===== src/design/dcwr_pkg.sv =====
// ----------------------------------------------------------------------------
// dcwr_pkg
// Shared types, constants and helpers of the cycle-weighted DAC resampler.
// ----------------------------------------------------------------------------
package dcwr_pkg;

    // field widths
    localparam int CYC_W   = 20;
    localparam int SPU_W   = 16;
    localparam int LVL_W   = 8;
    localparam int SMP_W   = 16;
    localparam int SUM_W   = 28;
    localparam int PROD_W  = CYC_W + SPU_W;
    localparam int NUM_W   = SUM_W + 1;
    localparam int DVD_W   = PROD_W + 1;
    localparam int STEP_W  = 6;
    localparam int CFG_W   = 20;

    // divider step counts
    localparam logic [STEP_W-1:0] TOTAL_STEPS = STEP_W'(DVD_W);
    localparam logic [STEP_W-1:0] SUM_STEPS   = STEP_W'(NUM_W);

    // reset values of the configuration registers
    localparam logic [CYC_W-1:0] RST_CYCLES_PER_UNIT  = 20'd20000;
    localparam logic [SPU_W-1:0] RST_SAMPLES_PER_UNIT = 16'd147;
    localparam logic [CYC_W-1:0] RST_FRAME_CYCLES     = 20'd119808;
    localparam logic             RST_STEREO           = 1'b1;

    localparam logic [LVL_W-1:0] SILENCE = 8'h80;

    // configuration register indexes
    typedef enum logic [1:0] {
        CFG_CYCLES_PER_UNIT  = 2'd0,
        CFG_SAMPLES_PER_UNIT = 2'd1,
        CFG_FRAME_CYCLES     = 2'd2,
        CFG_STEREO           = 2'd3
    } t_cfg_idx;

    // operation codes of an input word
    typedef enum logic [1:0] {
        OP_WRITE_LEFT  = 2'd0,
        OP_WRITE_RIGHT = 2'd1,
        OP_WRITE_BOTH  = 2'd2,
        OP_FRAME_END   = 2'd3
    } t_op;

    // divider dividend source
    typedef enum logic [1:0] {
        DIV_TOTAL = 2'd0,
        DIV_LEFT  = 2'd1,
        DIV_RIGHT = 2'd2
    } t_div_sel;

    // controller states
    typedef enum logic [3:0] {
        S_IDLE,
        S_MUL_POS,
        S_TOTAL_START,
        S_TOTAL_WAIT,
        S_EVAL,
        S_ACC_MUL,
        S_ACC_ADD,
        S_SPAN_MUL,
        S_LEFT_START,
        S_LEFT_WAIT,
        S_RIGHT_START,
        S_RIGHT_WAIT,
        S_EMIT,
        S_COMMIT
    } t_state;

    // controller to datapath
    typedef struct packed {
        logic     load_item;
        logic     mul_pos;
        logic     mul_carry;
        logic     div_start;
        t_div_sel div_sel;
        logic     cap_total;
        logic     cap_left;
        logic     cap_right;
        logic     acc_mul;
        logic     acc_add;
        logic     span_mul;
        logic     emit;
        logic     commit;
    } t_cmd;

    // datapath to controller
    typedef struct packed {
        logic div_done;
        logic n_zero;
        logic acc_needed;
        logic out_free;
    } t_status;

    // offset binary byte to signed 16-bit sample, byte repeated in both halves
    function automatic logic [SMP_W-1:0] f_to_sample(input logic [LVL_W-1:0] b);
        logic [LVL_W-1:0] s;
        s = b ^ SILENCE;
        return {s, s};
    endfunction

endpackage


===== src/design/dcwr_div.sv =====
// ----------------------------------------------------------------------------
// dcwr_div
// Restoring radix-2 divider, one quotient bit per cycle. The dividend is
// given left-aligned; after i_steps steps the low bits hold the quotient.
// ----------------------------------------------------------------------------
module dcwr_div (
    input  logic                           i_clk,
    input  logic                           i_rst_n,
    input  logic                           i_start,
    input  logic [dcwr_pkg::DVD_W-1:0]     i_dividend,
    input  logic [dcwr_pkg::CYC_W-1:0]     i_divisor,
    input  logic [dcwr_pkg::STEP_W-1:0]    i_steps,
    output logic                           o_done,
    output logic [dcwr_pkg::DVD_W-1:0]     o_quot,
    output logic [dcwr_pkg::CYC_W-1:0]     o_rem
);

    logic [dcwr_pkg::DVD_W-1:0]  r_quot;
    logic [dcwr_pkg::CYC_W-1:0]  r_rem;
    logic [dcwr_pkg::STEP_W-1:0] r_cnt;
    logic                        r_busy;
    logic                        r_done;

    logic [dcwr_pkg::CYC_W:0]    w_trial;
    logic [dcwr_pkg::CYC_W:0]    w_diff;
    logic                        w_ge;

    // trial subtract of one step
    always_comb begin
        w_trial = {r_rem, r_quot[dcwr_pkg::DVD_W-1]};
        w_ge    = (w_trial >= {1'b0, i_divisor});
        w_diff  = w_trial - {1'b0, i_divisor};
    end

    // step control
    always_ff @(posedge i_clk) begin
        if (!i_rst_n) begin
            r_busy <= 1'b0;
            r_done <= 1'b0;
            r_cnt  <= '0;
        end else begin
            r_done <= 1'b0;
            if (i_start) begin
                r_busy <= 1'b1;
                r_cnt  <= i_steps;
            end else if (r_busy) begin
                r_cnt <= r_cnt - 1'b1;
                if (r_cnt == dcwr_pkg::STEP_W'(1)) begin
                    r_busy <= 1'b0;
                    r_done <= 1'b1;
                end
            end
        end
    end

    // partial remainder and quotient shift register
    always_ff @(posedge i_clk) begin
        if (i_start) begin
            r_quot <= i_dividend;
            r_rem  <= '0;
        end else if (r_busy) begin
            r_quot <= {r_quot[dcwr_pkg::DVD_W-2:0], w_ge};
            r_rem  <= w_ge ? w_diff[dcwr_pkg::CYC_W-1:0] : w_trial[dcwr_pkg::CYC_W-1:0];
        end
    end

    assign o_done = r_done;
    assign o_quot = r_quot;
    assign o_rem  = r_rem;

endmodule


===== src/design/dcwr_datapath.sv =====
// ----------------------------------------------------------------------------
// dcwr_datapath
// Configuration, resampler state, multipliers, shared divider and the
// output register of the cycle-weighted DAC resampler.
// ----------------------------------------------------------------------------
module dcwr_datapath (
    input  logic                          i_clk,
    input  logic                          i_rst_n,
    input  dcwr_pkg::t_cmd                i_cmd,
    output dcwr_pkg::t_status             o_status,
    input  logic                          i_cfg_we,
    input  logic [1:0]                    i_cfg_index,
    input  logic [dcwr_pkg::CFG_W-1:0]    i_cfg_data,
    input  logic [1:0]                    i_operation,
    input  logic [dcwr_pkg::LVL_W-1:0]    i_level,
    input  logic [dcwr_pkg::CYC_W-1:0]    i_cycle_pos,
    output logic                          o_out_valid,
    input  logic                          i_out_ready,
    output logic [dcwr_pkg::SMP_W-1:0]    o_first_left,
    output logic [dcwr_pkg::SMP_W-1:0]    o_first_right,
    output logic [dcwr_pkg::SMP_W-1:0]    o_fill_left,
    output logic [dcwr_pkg::SMP_W-1:0]    o_fill_right,
    output logic [dcwr_pkg::SMP_W-1:0]    o_fill_count
);

    // configuration
    logic [dcwr_pkg::CYC_W-1:0] r_cycles_per_unit;
    logic [dcwr_pkg::SPU_W-1:0] r_samples_per_unit;
    logic [dcwr_pkg::CYC_W-1:0] r_frame_cycles;
    logic                       r_stereo;

    // resampler state
    logic [dcwr_pkg::LVL_W-1:0] r_left_level;
    logic [dcwr_pkg::LVL_W-1:0] r_right_level;
    logic [dcwr_pkg::SUM_W-1:0] r_left_sum;
    logic [dcwr_pkg::SUM_W-1:0] r_right_sum;
    logic [dcwr_pkg::CYC_W-1:0] r_last_phase;
    logic [dcwr_pkg::CYC_W-1:0] r_phase_carry;
    logic [dcwr_pkg::SMP_W-1:0] r_samples_done;

    // working registers of one word
    logic [1:0]                  r_op;
    logic [dcwr_pkg::LVL_W-1:0]  r_level;
    logic [dcwr_pkg::CYC_W-1:0]  r_pos;
    logic [dcwr_pkg::CYC_W-1:0]  r_div;
    logic [dcwr_pkg::PROD_W-1:0] r_prod;
    logic [dcwr_pkg::SMP_W-1:0]  r_sofar;
    logic [dcwr_pkg::CYC_W-1:0]  r_period;
    logic [dcwr_pkg::SUM_W-1:0]  r_lprod;
    logic [dcwr_pkg::SUM_W-1:0]  r_rprod;
    logic [dcwr_pkg::LVL_W-1:0]  r_fl;
    logic [dcwr_pkg::LVL_W-1:0]  r_fr;

    // output register
    logic                        r_out_valid;
    logic [dcwr_pkg::SMP_W-1:0]  r_first_left;
    logic [dcwr_pkg::SMP_W-1:0]  r_first_right;
    logic [dcwr_pkg::SMP_W-1:0]  r_fill_left;
    logic [dcwr_pkg::SMP_W-1:0]  r_fill_right;
    logic [dcwr_pkg::SMP_W-1:0]  r_fill_count;

    logic [dcwr_pkg::CYC_W-1:0]  w_pos_in;
    logic [dcwr_pkg::CYC_W-1:0]  w_div_in;
    logic [dcwr_pkg::CYC_W-1:0]  w_mul_a;
    logic [dcwr_pkg::PROD_W-1:0] w_prod;
    logic [dcwr_pkg::CYC_W-1:0]  w_delta;
    logic [dcwr_pkg::CYC_W-1:0]  w_span;
    logic [dcwr_pkg::CYC_W-1:0]  w_lvl_x;
    logic [dcwr_pkg::SUM_W-1:0]  w_lprod;
    logic [dcwr_pkg::SUM_W-1:0]  w_rprod;
    logic [dcwr_pkg::DVD_W-1:0]  w_total;
    logic [dcwr_pkg::NUM_W-1:0]  w_left_num;
    logic [dcwr_pkg::NUM_W-1:0]  w_right_num;
    logic [dcwr_pkg::DVD_W-1:0]  w_dividend;
    logic [dcwr_pkg::STEP_W-1:0] w_steps;
    logic [dcwr_pkg::LVL_W:0]    w_first_mix;
    logic [dcwr_pkg::LVL_W:0]    w_fill_mix;
    logic [dcwr_pkg::SMP_W-1:0]  w_sofar_sat;
    logic [dcwr_pkg::CYC_W-1:0]  w_carry_next;
    logic                        w_div_done;
    logic [dcwr_pkg::DVD_W-1:0]  w_quot;
    logic [dcwr_pkg::CYC_W-1:0]  w_rem;

    // clamp position, guard divisor against zero
    always_comb begin
        w_pos_in = (i_cycle_pos < r_frame_cycles) ? i_cycle_pos : r_frame_cycles;
        w_div_in = (r_cycles_per_unit == '0) ? dcwr_pkg::CYC_W'(1) : r_cycles_per_unit;
    end

    // ratio multiplier: position or frame remainder times samples per unit
    always_comb begin
        w_mul_a = i_cmd.mul_pos ? r_pos : (r_frame_cycles - r_pos);
        w_prod  = dcwr_pkg::PROD_W'(w_mul_a) * dcwr_pkg::PROD_W'(r_samples_per_unit);
    end

    // level weighting multipliers
    always_comb begin
        w_delta = r_period - r_last_phase;
        w_span  = (r_div > r_last_phase) ? (r_div - r_last_phase) : '0;
        if (i_cmd.acc_mul) begin
            w_lvl_x = w_delta;
        end else if (i_cmd.span_mul) begin
            w_lvl_x = w_span;
        end else begin
            w_lvl_x = r_period;
        end
        w_lprod = dcwr_pkg::SUM_W'(r_left_level) * dcwr_pkg::SUM_W'(w_lvl_x);
        w_rprod = dcwr_pkg::SUM_W'(r_right_level) * dcwr_pkg::SUM_W'(w_lvl_x);
    end

    // divider operand select
    always_comb begin
        w_total     = dcwr_pkg::DVD_W'(r_prod) + dcwr_pkg::DVD_W'(r_phase_carry);
        w_left_num  = dcwr_pkg::NUM_W'(r_left_sum) + dcwr_pkg::NUM_W'(r_lprod);
        w_right_num = dcwr_pkg::NUM_W'(r_right_sum) + dcwr_pkg::NUM_W'(r_rprod);
        case (i_cmd.div_sel)
            dcwr_pkg::DIV_TOTAL: begin
                w_dividend = w_total;
                w_steps    = dcwr_pkg::TOTAL_STEPS;
            end
            dcwr_pkg::DIV_LEFT: begin
                w_dividend = {w_left_num, {(dcwr_pkg::DVD_W - dcwr_pkg::NUM_W){1'b0}}};
                w_steps    = dcwr_pkg::SUM_STEPS;
            end
            dcwr_pkg::DIV_RIGHT: begin
                w_dividend = {w_right_num, {(dcwr_pkg::DVD_W - dcwr_pkg::NUM_W){1'b0}}};
                w_steps    = dcwr_pkg::SUM_STEPS;
            end
            default: begin
                w_dividend = w_total;
                w_steps    = dcwr_pkg::TOTAL_STEPS;
            end
        endcase
    end

    dcwr_div u_div (
        .i_clk      (i_clk),
        .i_rst_n    (i_rst_n),
        .i_start    (i_cmd.div_start),
        .i_dividend (w_dividend),
        .i_divisor  (r_div),
        .i_steps    (w_steps),
        .o_done     (w_div_done),
        .o_quot     (w_quot),
        .o_rem      (w_rem)
    );

    // sample count saturates at the 16-bit limit
    assign w_sofar_sat = (|w_quot[dcwr_pkg::DVD_W-1:dcwr_pkg::SMP_W]) ? '1
                                                                       : w_quot[dcwr_pkg::SMP_W-1:0];

    // mono mixes and carried phase
    always_comb begin
        w_first_mix  = ({1'b0, r_fl} + {1'b0, r_fr}) >> 1;
        w_fill_mix   = ({1'b0, r_left_level} + {1'b0, r_right_level}) >> 1;
        w_carry_next = r_period + r_prod[dcwr_pkg::CYC_W-1:0];
    end

    // configuration registers
    always_ff @(posedge i_clk) begin
        if (!i_rst_n) begin
            r_cycles_per_unit  <= dcwr_pkg::RST_CYCLES_PER_UNIT;
            r_samples_per_unit <= dcwr_pkg::RST_SAMPLES_PER_UNIT;
            r_frame_cycles     <= dcwr_pkg::RST_FRAME_CYCLES;
            r_stereo           <= dcwr_pkg::RST_STEREO;
        end else if (i_cfg_we) begin
            case (i_cfg_index)
                dcwr_pkg::CFG_CYCLES_PER_UNIT:  r_cycles_per_unit  <= i_cfg_data;
                dcwr_pkg::CFG_SAMPLES_PER_UNIT:
                    r_samples_per_unit <= i_cfg_data[dcwr_pkg::SPU_W-1:0];
                dcwr_pkg::CFG_FRAME_CYCLES:     r_frame_cycles     <= i_cfg_data;
                dcwr_pkg::CFG_STEREO:           r_stereo           <= i_cfg_data[0];
                default: ;
            endcase
        end
    end

    // resampler state
    always_ff @(posedge i_clk) begin
        if (!i_rst_n) begin
            r_left_level   <= dcwr_pkg::SILENCE;
            r_right_level  <= dcwr_pkg::SILENCE;
            r_left_sum     <= '0;
            r_right_sum    <= '0;
            r_last_phase   <= '0;
            r_phase_carry  <= '0;
            r_samples_done <= '0;
        end else begin
            if (i_cmd.acc_add) begin
                r_left_sum  <= r_left_sum + r_lprod;
                r_right_sum <= r_right_sum + r_rprod;
            end else if (i_cmd.emit) begin
                r_left_sum  <= w_lprod;
                r_right_sum <= w_rprod;
            end
            if (i_cmd.commit) begin
                r_last_phase <= r_period;
                if (r_op == dcwr_pkg::OP_FRAME_END) begin
                    r_phase_carry  <= w_carry_next;
                    r_samples_done <= '0;
                end else begin
                    r_samples_done <= r_sofar;
                    if (r_op == dcwr_pkg::OP_WRITE_LEFT || r_op == dcwr_pkg::OP_WRITE_BOTH) begin
                        r_left_level <= r_level;
                    end
                    if (r_op == dcwr_pkg::OP_WRITE_RIGHT || r_op == dcwr_pkg::OP_WRITE_BOTH) begin
                        r_right_level <= r_level;
                    end
                end
            end
        end
    end

    // per-word working registers
    always_ff @(posedge i_clk) begin
        if (i_cmd.load_item) begin
            r_op    <= i_operation;
            r_level <= i_level;
            r_pos   <= w_pos_in;
            r_div   <= w_div_in;
        end
        if (i_cmd.mul_pos || i_cmd.mul_carry) begin
            r_prod <= w_prod;
        end
        if (i_cmd.cap_total) begin
            r_sofar  <= w_sofar_sat;
            r_period <= w_rem;
        end
        if (i_cmd.acc_mul || i_cmd.span_mul) begin
            r_lprod <= w_lprod;
            r_rprod <= w_rprod;
        end
        if (i_cmd.cap_left) begin
            r_fl <= w_quot[dcwr_pkg::LVL_W-1:0];
        end
        if (i_cmd.cap_right) begin
            r_fr <= w_quot[dcwr_pkg::LVL_W-1:0];
        end
    end

    // output word valid
    always_ff @(posedge i_clk) begin
        if (!i_rst_n) begin
            r_out_valid <= 1'b0;
        end else if (i_cmd.emit) begin
            r_out_valid <= 1'b1;
        end else if (i_out_ready) begin
            r_out_valid <= 1'b0;
        end
    end

    // output word payload
    always_ff @(posedge i_clk) begin
        if (i_cmd.emit) begin
            if (r_stereo) begin
                r_first_left  <= dcwr_pkg::f_to_sample(r_fl);
                r_first_right <= dcwr_pkg::f_to_sample(r_fr);
                r_fill_left   <= dcwr_pkg::f_to_sample(r_left_level);
                r_fill_right  <= dcwr_pkg::f_to_sample(r_right_level);
            end else begin
                r_first_left  <= dcwr_pkg::f_to_sample(w_first_mix[dcwr_pkg::LVL_W-1:0]);
                r_first_right <= dcwr_pkg::f_to_sample(w_first_mix[dcwr_pkg::LVL_W-1:0]);
                r_fill_left   <= dcwr_pkg::f_to_sample(w_fill_mix[dcwr_pkg::LVL_W-1:0]);
                r_fill_right  <= dcwr_pkg::f_to_sample(w_fill_mix[dcwr_pkg::LVL_W-1:0]);
            end
            r_fill_count <= r_sofar - r_samples_done - dcwr_pkg::SMP_W'(1);
        end
    end

    // status back to the controller
    always_comb begin
        o_status.div_done   = w_div_done;
        o_status.n_zero     = (r_sofar <= r_samples_done);
        o_status.acc_needed = (r_period > r_last_phase);
        o_status.out_free   = !r_out_valid || i_out_ready;
    end

    assign o_out_valid   = r_out_valid;
    assign o_first_left  = r_first_left;
    assign o_first_right = r_first_right;
    assign o_fill_left   = r_fill_left;
    assign o_fill_right  = r_fill_right;
    assign o_fill_count  = r_fill_count;

endmodule


===== src/design/dcwr_ctrl.sv =====
// ----------------------------------------------------------------------------
// dcwr_ctrl
// Sequencer of the resampler: steps one input word through the ratio
// multiply, the phase division, accumulation or mean divisions and commit.
// ----------------------------------------------------------------------------
module dcwr_ctrl (
    input  logic                i_clk,
    input  logic                i_rst_n,
    input  logic                i_in_valid,
    output logic                o_in_ready,
    input  dcwr_pkg::t_status   i_status,
    output dcwr_pkg::t_cmd      o_cmd
);

    dcwr_pkg::t_state r_state;
    dcwr_pkg::t_state n_state;

    // state register
    always_ff @(posedge i_clk) begin
        if (!i_rst_n) begin
            r_state <= dcwr_pkg::S_IDLE;
        end else begin
            r_state <= n_state;
        end
    end

    // next state and commands
    always_comb begin
        n_state       = r_state;
        o_cmd         = '0;
        o_cmd.div_sel = dcwr_pkg::DIV_TOTAL;
        o_in_ready    = 1'b0;
        case (r_state)
            dcwr_pkg::S_IDLE: begin
                o_in_ready = 1'b1;
                if (i_in_valid) begin
                    o_cmd.load_item = 1'b1;
                    n_state         = dcwr_pkg::S_MUL_POS;
                end
            end
            dcwr_pkg::S_MUL_POS: begin
                o_cmd.mul_pos = 1'b1;
                n_state       = dcwr_pkg::S_TOTAL_START;
            end
            dcwr_pkg::S_TOTAL_START: begin
                o_cmd.div_start = 1'b1;
                o_cmd.div_sel   = dcwr_pkg::DIV_TOTAL;
                n_state         = dcwr_pkg::S_TOTAL_WAIT;
            end
            dcwr_pkg::S_TOTAL_WAIT: begin
                if (i_status.div_done) begin
                    o_cmd.cap_total = 1'b1;
                    n_state         = dcwr_pkg::S_EVAL;
                end
            end
            dcwr_pkg::S_EVAL: begin
                // frame carry product is formed here for every word
                o_cmd.mul_carry = 1'b1;
                if (!i_status.n_zero) begin
                    n_state = dcwr_pkg::S_SPAN_MUL;
                end else if (i_status.acc_needed) begin
                    n_state = dcwr_pkg::S_ACC_MUL;
                end else begin
                    n_state = dcwr_pkg::S_COMMIT;
                end
            end
            dcwr_pkg::S_ACC_MUL: begin
                o_cmd.acc_mul = 1'b1;
                n_state       = dcwr_pkg::S_ACC_ADD;
            end
            dcwr_pkg::S_ACC_ADD: begin
                o_cmd.acc_add = 1'b1;
                n_state       = dcwr_pkg::S_COMMIT;
            end
            dcwr_pkg::S_SPAN_MUL: begin
                o_cmd.span_mul = 1'b1;
                n_state        = dcwr_pkg::S_LEFT_START;
            end
            dcwr_pkg::S_LEFT_START: begin
                o_cmd.div_start = 1'b1;
                o_cmd.div_sel   = dcwr_pkg::DIV_LEFT;
                n_state         = dcwr_pkg::S_LEFT_WAIT;
            end
            dcwr_pkg::S_LEFT_WAIT: begin
                if (i_status.div_done) begin
                    o_cmd.cap_left = 1'b1;
                    n_state        = dcwr_pkg::S_RIGHT_START;
                end
            end
            dcwr_pkg::S_RIGHT_START: begin
                o_cmd.div_start = 1'b1;
                o_cmd.div_sel   = dcwr_pkg::DIV_RIGHT;
                n_state         = dcwr_pkg::S_RIGHT_WAIT;
            end
            dcwr_pkg::S_RIGHT_WAIT: begin
                if (i_status.div_done) begin
                    o_cmd.cap_right = 1'b1;
                    n_state         = dcwr_pkg::S_EMIT;
                end
            end
            dcwr_pkg::S_EMIT: begin
                // hold until the output register is free
                if (i_status.out_free) begin
                    o_cmd.emit = 1'b1;
                    n_state    = dcwr_pkg::S_COMMIT;
                end
            end
            dcwr_pkg::S_COMMIT: begin
                o_cmd.commit = 1'b1;
                n_state      = dcwr_pkg::S_IDLE;
            end
            default: begin
                n_state = dcwr_pkg::S_IDLE;
            end
        endcase
    end

endmodule


===== src/design/dac_cycle_weighted_resampler.sv =====
// ----------------------------------------------------------------------------
// dac_cycle_weighted_resampler
// Turns timed 8-bit DAC level writes into runs of 16-bit output samples.
// ----------------------------------------------------------------------------
// Input channel (i_in_valid / o_in_ready) carries one word: an operation
// (write left, write right, write both, frame end), a level and the cycle
// position in the frame. Output channel (o_out_valid / i_out_ready) carries
// one word per event that completes at least one sample: the weighted first
// sample, the fill sample and the fill count. Configuration is written
// through i_cfg_we / i_cfg_index / i_cfg_data; the user must write it
// only while the block is idle, which the block itself does not enforce.
// One word at a time is processed: the next word is taken only after the
// current one commits. The work on each word is paced by the shared
// one-bit-per-cycle divider: 37 steps for the phase, then, for a word that
// completes samples, 29 steps for each channel's mean.
// The output register holds a result while the receiver stalls; the next
// word is still taken and worked on, and only its own result waits.
// Synchronous reset restores the configuration defaults, silence levels
// and cleared sums and phase; no result is pending after reset.
// ----------------------------------------------------------------------------
module dac_cycle_weighted_resampler (
    input  logic                          i_clk,
    input  logic                          i_rst_n,
    input  logic                          i_cfg_we,
    input  logic [1:0]                    i_cfg_index,
    input  logic [dcwr_pkg::CFG_W-1:0]    i_cfg_data,
    input  logic                          i_in_valid,
    output logic                          o_in_ready,
    input  logic [1:0]                    i_operation,
    input  logic [dcwr_pkg::LVL_W-1:0]    i_level,
    input  logic [dcwr_pkg::CYC_W-1:0]    i_cycle_pos,
    output logic                          o_out_valid,
    input  logic                          i_out_ready,
    output logic [dcwr_pkg::SMP_W-1:0]    o_first_left,
    output logic [dcwr_pkg::SMP_W-1:0]    o_first_right,
    output logic [dcwr_pkg::SMP_W-1:0]    o_fill_left,
    output logic [dcwr_pkg::SMP_W-1:0]    o_fill_right,
    output logic [dcwr_pkg::SMP_W-1:0]    o_fill_count
);

    dcwr_pkg::t_cmd    w_cmd;
    dcwr_pkg::t_status w_status;

    // sequencer
    dcwr_ctrl u_ctrl (
        .i_clk      (i_clk),
        .i_rst_n    (i_rst_n),
        .i_in_valid (i_in_valid),
        .o_in_ready (o_in_ready),
        .i_status   (w_status),
        .o_cmd      (w_cmd)
    );

    // datapath
    dcwr_datapath u_datapath (
        .i_clk         (i_clk),
        .i_rst_n       (i_rst_n),
        .i_cmd         (w_cmd),
        .o_status      (w_status),
        .i_cfg_we      (i_cfg_we),
        .i_cfg_index   (i_cfg_index),
        .i_cfg_data    (i_cfg_data),
        .i_operation   (i_operation),
        .i_level       (i_level),
        .i_cycle_pos   (i_cycle_pos),
        .o_out_valid   (o_out_valid),
        .i_out_ready   (i_out_ready),
        .o_first_left  (o_first_left),
        .o_first_right (o_first_right),
        .o_fill_left   (o_fill_left),
        .o_fill_right  (o_fill_right),
        .o_fill_count  (o_fill_count)
    );

`ifndef SYNTHESIS
    // one word in flight: no second acceptance right after the first
    a_single_word: assert property (@(posedge i_clk) disable iff (!i_rst_n)
        (i_in_valid && o_in_ready) |=> !o_in_ready)
        else $error("input accepted while a word is in flight");

    // a pending result is never overwritten
    a_no_overwrite: assert property (@(posedge i_clk) disable iff (!i_rst_n)
        w_cmd.emit |-> (!o_out_valid || i_out_ready))
        else $error("result emitted over a stalled result");

    // a new result only follows an emit command
    a_valid_source: assert property (@(posedge i_clk) disable iff (!i_rst_n)
        $rose(o_out_valid) |-> $past(w_cmd.emit))
        else $error("output valid rose without emit");

    // divider results are captured by one consumer at a time
    a_one_capture: assert property (@(posedge i_clk) disable iff (!i_rst_n)
        $onehot0({w_cmd.cap_total, w_cmd.cap_left, w_cmd.cap_right}))
        else $error("divider result captured twice");
`endif

endmodule


===== config.mk =====
export PLATFORM = sky130hd
export DESIGN_NAME = dac_cycle_weighted_resampler
export DESIGN_NICKNAME = d
export VERILOG_FILES = /design/src/design/dcwr_pkg.sv /design/src/design/dcwr_div.sv /design/src/design/dcwr_datapath.sv /design/src/design/dcwr_ctrl.sv /design/src/design/dac_cycle_weighted_resampler.sv
export SDC_FILE = /design/constraint.sdc
export NUM_CORES = 2
export LEC_CHECK = 0
export BUFFER_PORTS_ARGS = -buffer_cell sky130_fd_sc_hd__buf_2
export CAP_MARGIN = 20
export CORE_MARGIN = 1
export CORE_UTILIZATION = 40
export DETAILED_ROUTE_END_ITERATION = 8
export HOLD_SLACK_MARGIN = 0.12
export PLACE_DENSITY = 0.66
export SLEW_MARGIN = 20
export SYNTH_ARGS = -nofsm -noshare
export SYNTH_HDL_FRONTEND = slang
export SYNTH_SLANG_ARGS = --single-unit
export TNS_END_PERCENT = 50

===== constraint.sdc =====
create_clock -name i_clk -period 25.9 [get_ports i_clk]
set_clock_uncertainty 0.05 [all_clocks]
set_input_delay 2.59 -clock i_clk [delete_from_list [all_inputs] [get_ports i_clk]]
set_output_delay 2.59 -clock i_clk [all_outputs]
set_load 0.1 [all_outputs]

## Word-level counts from Yosys, hierarchy flattened

Index checks and enable logic that the tools add are counted.

- Register bits after elaboration: 529
- Output and inout bits: 82
- Word-level logic and storage cells: 168

- $add $sub $neg: 15
- $mul: 3
- Order comparisons: 5
- Equal/unequal tests: 27
- Multiplexer cells: 51
- Bitwise operators: 9
- Reductions and logical operators: 24

Operator list:

| kind | number |
|---|---|
| 2-to-1 mux 20 bit | 6 |
| 2-to-1 mux 28 bit | 4 |
| 2-to-1 mux 16 bit | 5 |
| subtractor 20 bit | 4 |
| 2-to-1 mux 37 bit | 2 |
| case mux 37 bit (2 select lines) | 1 |
| adder 28 x 28 -> 29 bit | 2 |
| adder 28 bit | 2 |
| multiplier 8 x 20 -> 28 bit | 2 |
| case mux 4 bit (13 select lines) | 1 |
| > comparator 20 bit | 2 |
| adder 36 x 20 -> 37 bit | 1 |
| multiplier 20 x 16 -> 36 bit | 1 |
| 2-to-1 mux 4 bit | 7 |
| == test 4 bit, second input constant | 6 |
| >= comparator 21 x 20 -> 1 bit | 1 |
| 2-to-1 mux 1 bit | 21 |
| OR reduction 21 bit | 1 |
| adder 20 bit | 1 |
| zero test 20 bit | 1 |
| less-than comparator 20 bit | 1 |
| adder 8 x 8 -> 9 bit | 2 |
| 2-to-1 mux 6 bit | 3 |
| == test 4 x 3 -> 1 bit, second input constant | 4 |
| other kinds (23) | 53 |

## Depth between registers and ports, before layout

- Word-level depth: 7
- Depth in mapped cells: 37
- Gate-level depth less buffers: 36

## By module

Synthesis repeated with hierarchy kept, for this count alone.

- Cell total of the unflattened synthesis: 5,502
- Area total of the unflattened synthesis: 50,206.9 sq um

By module, submodules not included:

| module | instances | cells an instance | area an instance (sq um) | sequential area each (sq um) |
|---|---|---|---|---|
| dcwr_datapath | 1 | 5,054 | 45,889.0 | 10,990.5 |
| dcwr_div | 1 | 389 | 3,913.8 | 1,671.6 |
| dcwr_ctrl | 1 | 59 | 404.1 | 80.1 |

## Least setup slack after synthesis

No wires, ideal clock.

- Kind: register to register
- From: register u_datapath.r_frame_cycles[0] (netlist name)
- To: register u_datapath.r_prod[32] (netlist name) (data pin)
- Library setup time: 258 ps
- Arrival: 8,495 ps
- Slack: 17,097 ps
- Stages on the path, launching flop included: 38
- Buffers on the path: 1
- Clock period less this slack: 8,803 ps
- Cells stage by stage: dfxtp_1 > inv_1 > ha_1 > inv_1 > fa_1 > a21o_1 > a21oi_1 > o21bai_1 > a21oi_1 > o21ai_0 > o31ai_1 > o211ai_1 > a21oi_1 > xor2_1 > o21ai_0 > buf_2 > nand2_1 > fa_1 > [2 not listed] > inv_1 > fa_1 > fa_1 > inv_1 > fa_1 > inv_1 > ha_1 > a21oi_1 > o21ai_0 > a21o_1 > a21oi_1 > o21ai_0 > o311ai_0 > nand3_1 > a31oi_1 > o21bai_1 > a21oi_1 > xnor2_1

- Longest elaborated chain between the ends: 3

Ends and longest elaborated chain:

| item | RTL line | source |
|---|---|---|
| start, declared | dcwr_datapath.sv:29 | `logic [dcwr_pkg::CYC_W-1:0] r_frame_cycles;` |
| start signal, assigned | dcwr_datapath.sv:164 | `r_frame_cycles <= dcwr_pkg::RST_FRAME_CYCLES;` |
| start signal, assigned | dcwr_datapath.sv:171 | `dcwr_pkg::CFG_FRAME_CYCLES: r_frame_cycles <= i_cfg_data;` |
| subtractor 20 bit | dcwr_datapath.sv:92 | `w_mul_a = i_cmd.mul_pos ? r_pos : (r_frame_cycles - r_pos);` |
| 2-to-1 mux 20 bit | dcwr_datapath.sv:92 |  |
| multiplier 20 x 16 -> 36 bit | dcwr_datapath.sv:93 | `w_prod = dcwr_pkg::PROD_W'(w_mul_a) * dcwr_pkg::PROD_W'(r_samples_per_unit);` |
| via u_datapath.w_prod, one bit | dcwr_datapath.sv:65 | `logic [dcwr_pkg::PROD_W-1:0] w_prod;` |
| end signal, assigned | dcwr_datapath.sv:223 | `r_prod <= w_prod;` |
| end, declared | dcwr_datapath.sv:46 | `logic [dcwr_pkg::PROD_W-1:0] r_prod;` |

The timed path passes the listed nets, and every way through them passes these cells.
A chain may end at the register's enable or synchronous reset.

## Worst setup path in the final report

Same ends and word-level chain as after synthesis.

==> impl_results.md <==
- Crit path launch: u_datapath.r_frame_cycles[0]
- Reg-to-Reg Start: u_datapath.r_frame_cycles[0]
- Sequential fraction of the synthesis area: about 26%
- Synth cell types: 86
- Mapped cell area: between 40000 and 50000 um^2
- Die Width: approximately 350 um
- Clk slew on worst S/H paths: approximately 60 ps
- Most used DFF post-synth: edfxtp_1
- Vias in the first global route: 37710
- #FFs+latches synth: 497
- Commonest non-fill, non-tap cells in the layout: inv_1 (702), nand2_1 (692), fa_1 (477)
- GRT Residual Overflow: 0
- Layout Utilization: between 40% and 50%
- Multi-input logic area: about 33000 um^2
- Arrival @ worst endpoint: 10000 ps
- DR WL/cell: between 15 and 20 um
- Core Box Area: approximately 120000 um^2
- Dpl cells: between 6000 and 7000
- Leak pwr: between 20 and 25 nW
- Worst slew margin relative to its limit: between 20% and 30%
- First-pass detailed-route iteration total: 6
- Minimum clock period: about 9700 ps
- Vias/cell: 5.376
- Fin cells: approximately 7100
- CP peak stage delay: a little over 600 ps
- Initial DRC count: 2879
- RSZ-0062 raised after global routing: no
- Final TNS setup: 0 ps
- Async SR Flop Fraction: 0%
- CP dominant cell by count: fa_1
- Hold path depth: 2
- Hold_sp: u_datapath.r_samples_done[3]
- Peak supply drop: around 0.00013 V
- First-pass GRT wire length: 208300 um
- Final WL: about 130000 um
- Full die area: ~120000 um^2
- # setup viols final: 0
- Final HPWL DP: just over 100000 um
- Layout overhead on the synthesized area: 8.566%
- Final hold vios: 0
- Most common cell after layout, fill and taps aside: inv_1
- Filler cells: between 10000 and 15000
- Design area: 53220 um^2
- Global Route Usage Sum: between 20% and 30%
- Critical path launch point type: flip-flop
- Area share of the largest cell type after synthesis: about a fifth
- Final period util: a little under two fifths
- Pins over their slew limit: 0
- Routability cong.: about 0.9
- IO Count: ~140
- CP max stage cell: o31ai_1
- # DRC: 0
- Placed cell areas: roughly 50000 um^2
- Total CTS buffers: 57
- CTS root buf: clkbuf_16
- Data required time at the worst endpoint: 26220 ps
- Num Clock Sinks: about 500
- Syn nets: 6379
- H-tree Lvls: 2
- Fmax: 103.3 MHz
- Worst-Margin Slew: 1090 ps
- Worst-Skew Late Latency: 680 ps
- Total Power: ~4.3 mW
- Worst path bufs/invs: 6
- Setup repair bufs after CTS: 0
- Reg-to-reg endpoint: u_datapath.r_prod[32]
- Largest net degree at the start of global routing: 94
- Post-CTS sizing: 0
- Antenna Violating Nets Remaining: 0
- Share of layout cells above drive strength 1: 7.142%
- Ranking of synthesized cells by area: fa_1 (19%), edfxtp_1 (17%), ha_1 (11%)
- Type of the worst setup path: reg2reg
- Avg Cell Area, Syn: slightly above 9 um^2
- Worst hold endpoint: u_datapath.r_samples_done[3]
- Die H: around 350 um
- R2r setup slk: roughly 16000 ps
- Port bufs: around 140
- Post-synth EDFFs: about 280
- Delay-heaviest family, CP: compound AO/OA/AOI/OAI gates
- Worst-path fanout max: 16
- Clock Path Buffers: 3
- Hold buffer count at cts: 0
- Hold Path Class: reg2reg
- CTS tree: built
- Starting Density: between 40% and 50%
- Nets: 6383
- Sequential cell area: ~13000 um^2
- Max-cap violations: 0
- Post-synth top area cell: fa_1
- Site Rows: about 130
- Post-Syn Instances: roughly 5400
- Cells on worst reg2reg path: 37
- YS warnings: 0
- Crit. End Element: flip-flop
- PD cells: roughly 81 nW/um^2
- Status: finished, final reports clean
- Initial antenna violation count: 6
- Via count: 38100
area by class of cell:
type	instances	share of cell area (%)
Tap cell	1625	3.821
Clock buffer	91	3.268
Sequential cell	497	23.95
Timing Repair Buffer	217	2.412
Inverter	708	5.008
Clock inverter	16	0.3033
Antenna cell	1	0.004702
Multi-Input combinational cell	3932	61.24
kinds of logic after synthesis:
family	after synthesis	share of synthesized area, %
buf+inv	980	7.836
flops	497	26.00
fa+ha+maj	913	30.61
compound gates	1071	13.98
mux	43	0.9291
xor+xnor	249	4.449
simple gates	1656	16.20
through the flow:
stage / worst slack, ps / hold slack, ps
detailed placement: 16260 / 396.4
floorplan: 17100 / 381.6
CTS: 16210 / 404.1
global route: 15660 / 415.4
finish: 16220 / 404.0
global placement: 16370 / 388.1
worst max path at each step:
stage	to	slack (ps)	cells after the start
3_5_place_dp	u_datapath.r_prod[32]	16260	37
3_3_place_gp	u_datapath.r_prod[32]	16370	37
6_report	u_datapath.r_prod[32]	16220	37
5_1_grt	u_datapath.r_prod[32]	15660	37
4_1_cts	u_datapath.r_prod[32]	16210	37
2_1_floorplan	u_datapath.r_prod[32]	17100	37
power by group:
part | internal [mW] | total, mW | switching [mW]
clock network | 0.472 | 0.817 | 0.345
registers | 1.01 | 1.07 | 0.0639
logic | 1.02 | 2.42 | 1.40
registers in the layout (all words and copies together) (netlist names), 20 cells and up:
register	cells
u_datapath.r_right_sum	28
u_datapath.r_lprod	28
u_datapath.r_div	20
u_datapath.r_period	20
u_datapath.r_phase_carry	20
u_datapath.u_div.o_rem	20
u_datapath.u_div.o_quot	37
u_datapath.r_cycles_per_unit	20
u_datapath.r_pos	20
u_datapath.r_last_phase	20
u_datapath.r_rprod	28
u_datapath.r_prod	36
u_datapath.r_frame_cycles	20
u_datapath.r_left_sum	28
metal layers:
metal | part of all wire [%] | GRT usage (%) | up-vias
met5 | 0.0099 | 0 | -
met4 | 4.1 | 8.157 | 2
met3 | 5.9 | 2.794 | 222
met2 | 47 | 35.15 | 1214
met1 | 43 | 27.72 | 18720
li1 | - | - | 17940
tightest hold or removal path, delay by kind of cell (launching register included):
family             cells  cell delay [ps]
and+or+nand+nor        1               50
AOI/OAI and AO/OA      1               50
DFF                    1              310
cells in the mapped netlist, types with 18 or more instances:
| cell | count |
|---|---|
| a211oi_1 | 42 |
| a21o_1 | 132 |
| a21oi_1 | 378 |
| a221oi_1 | 28 |
| a22oi_1 | 61 |
| a31oi_1 | 18 |
| and2_1 | 366 |
| and3_1 | 32 |
| buf_4 | 32 |
| clkbuf_1 | 216 |
| dfxtp_1 | 218 |
| edfxtp_1 | 279 |
| fa_1 | 477 |
| ha_1 | 436 |
| inv_1 | 703 |
| mux2_2 | 20 |
| mux2i_1 | 23 |
| nand2_1 | 693 |
| nand2b_1 | 56 |
| nand3_1 | 60 |
| nand3b_1 | 24 |
| nor2_1 | 243 |
| nor2b_1 | 47 |
| nor3_1 | 57 |
| o21a_1 | 42 |
| o21ai_0 | 170 |
| o21bai_1 | 28 |
| o22ai_1 | 20 |
| o31ai_1 | 18 |
| xnor2_1 | 153 |
| xor2_1 | 96 |
Note: power is estimated with default switching activity, not from simulation.
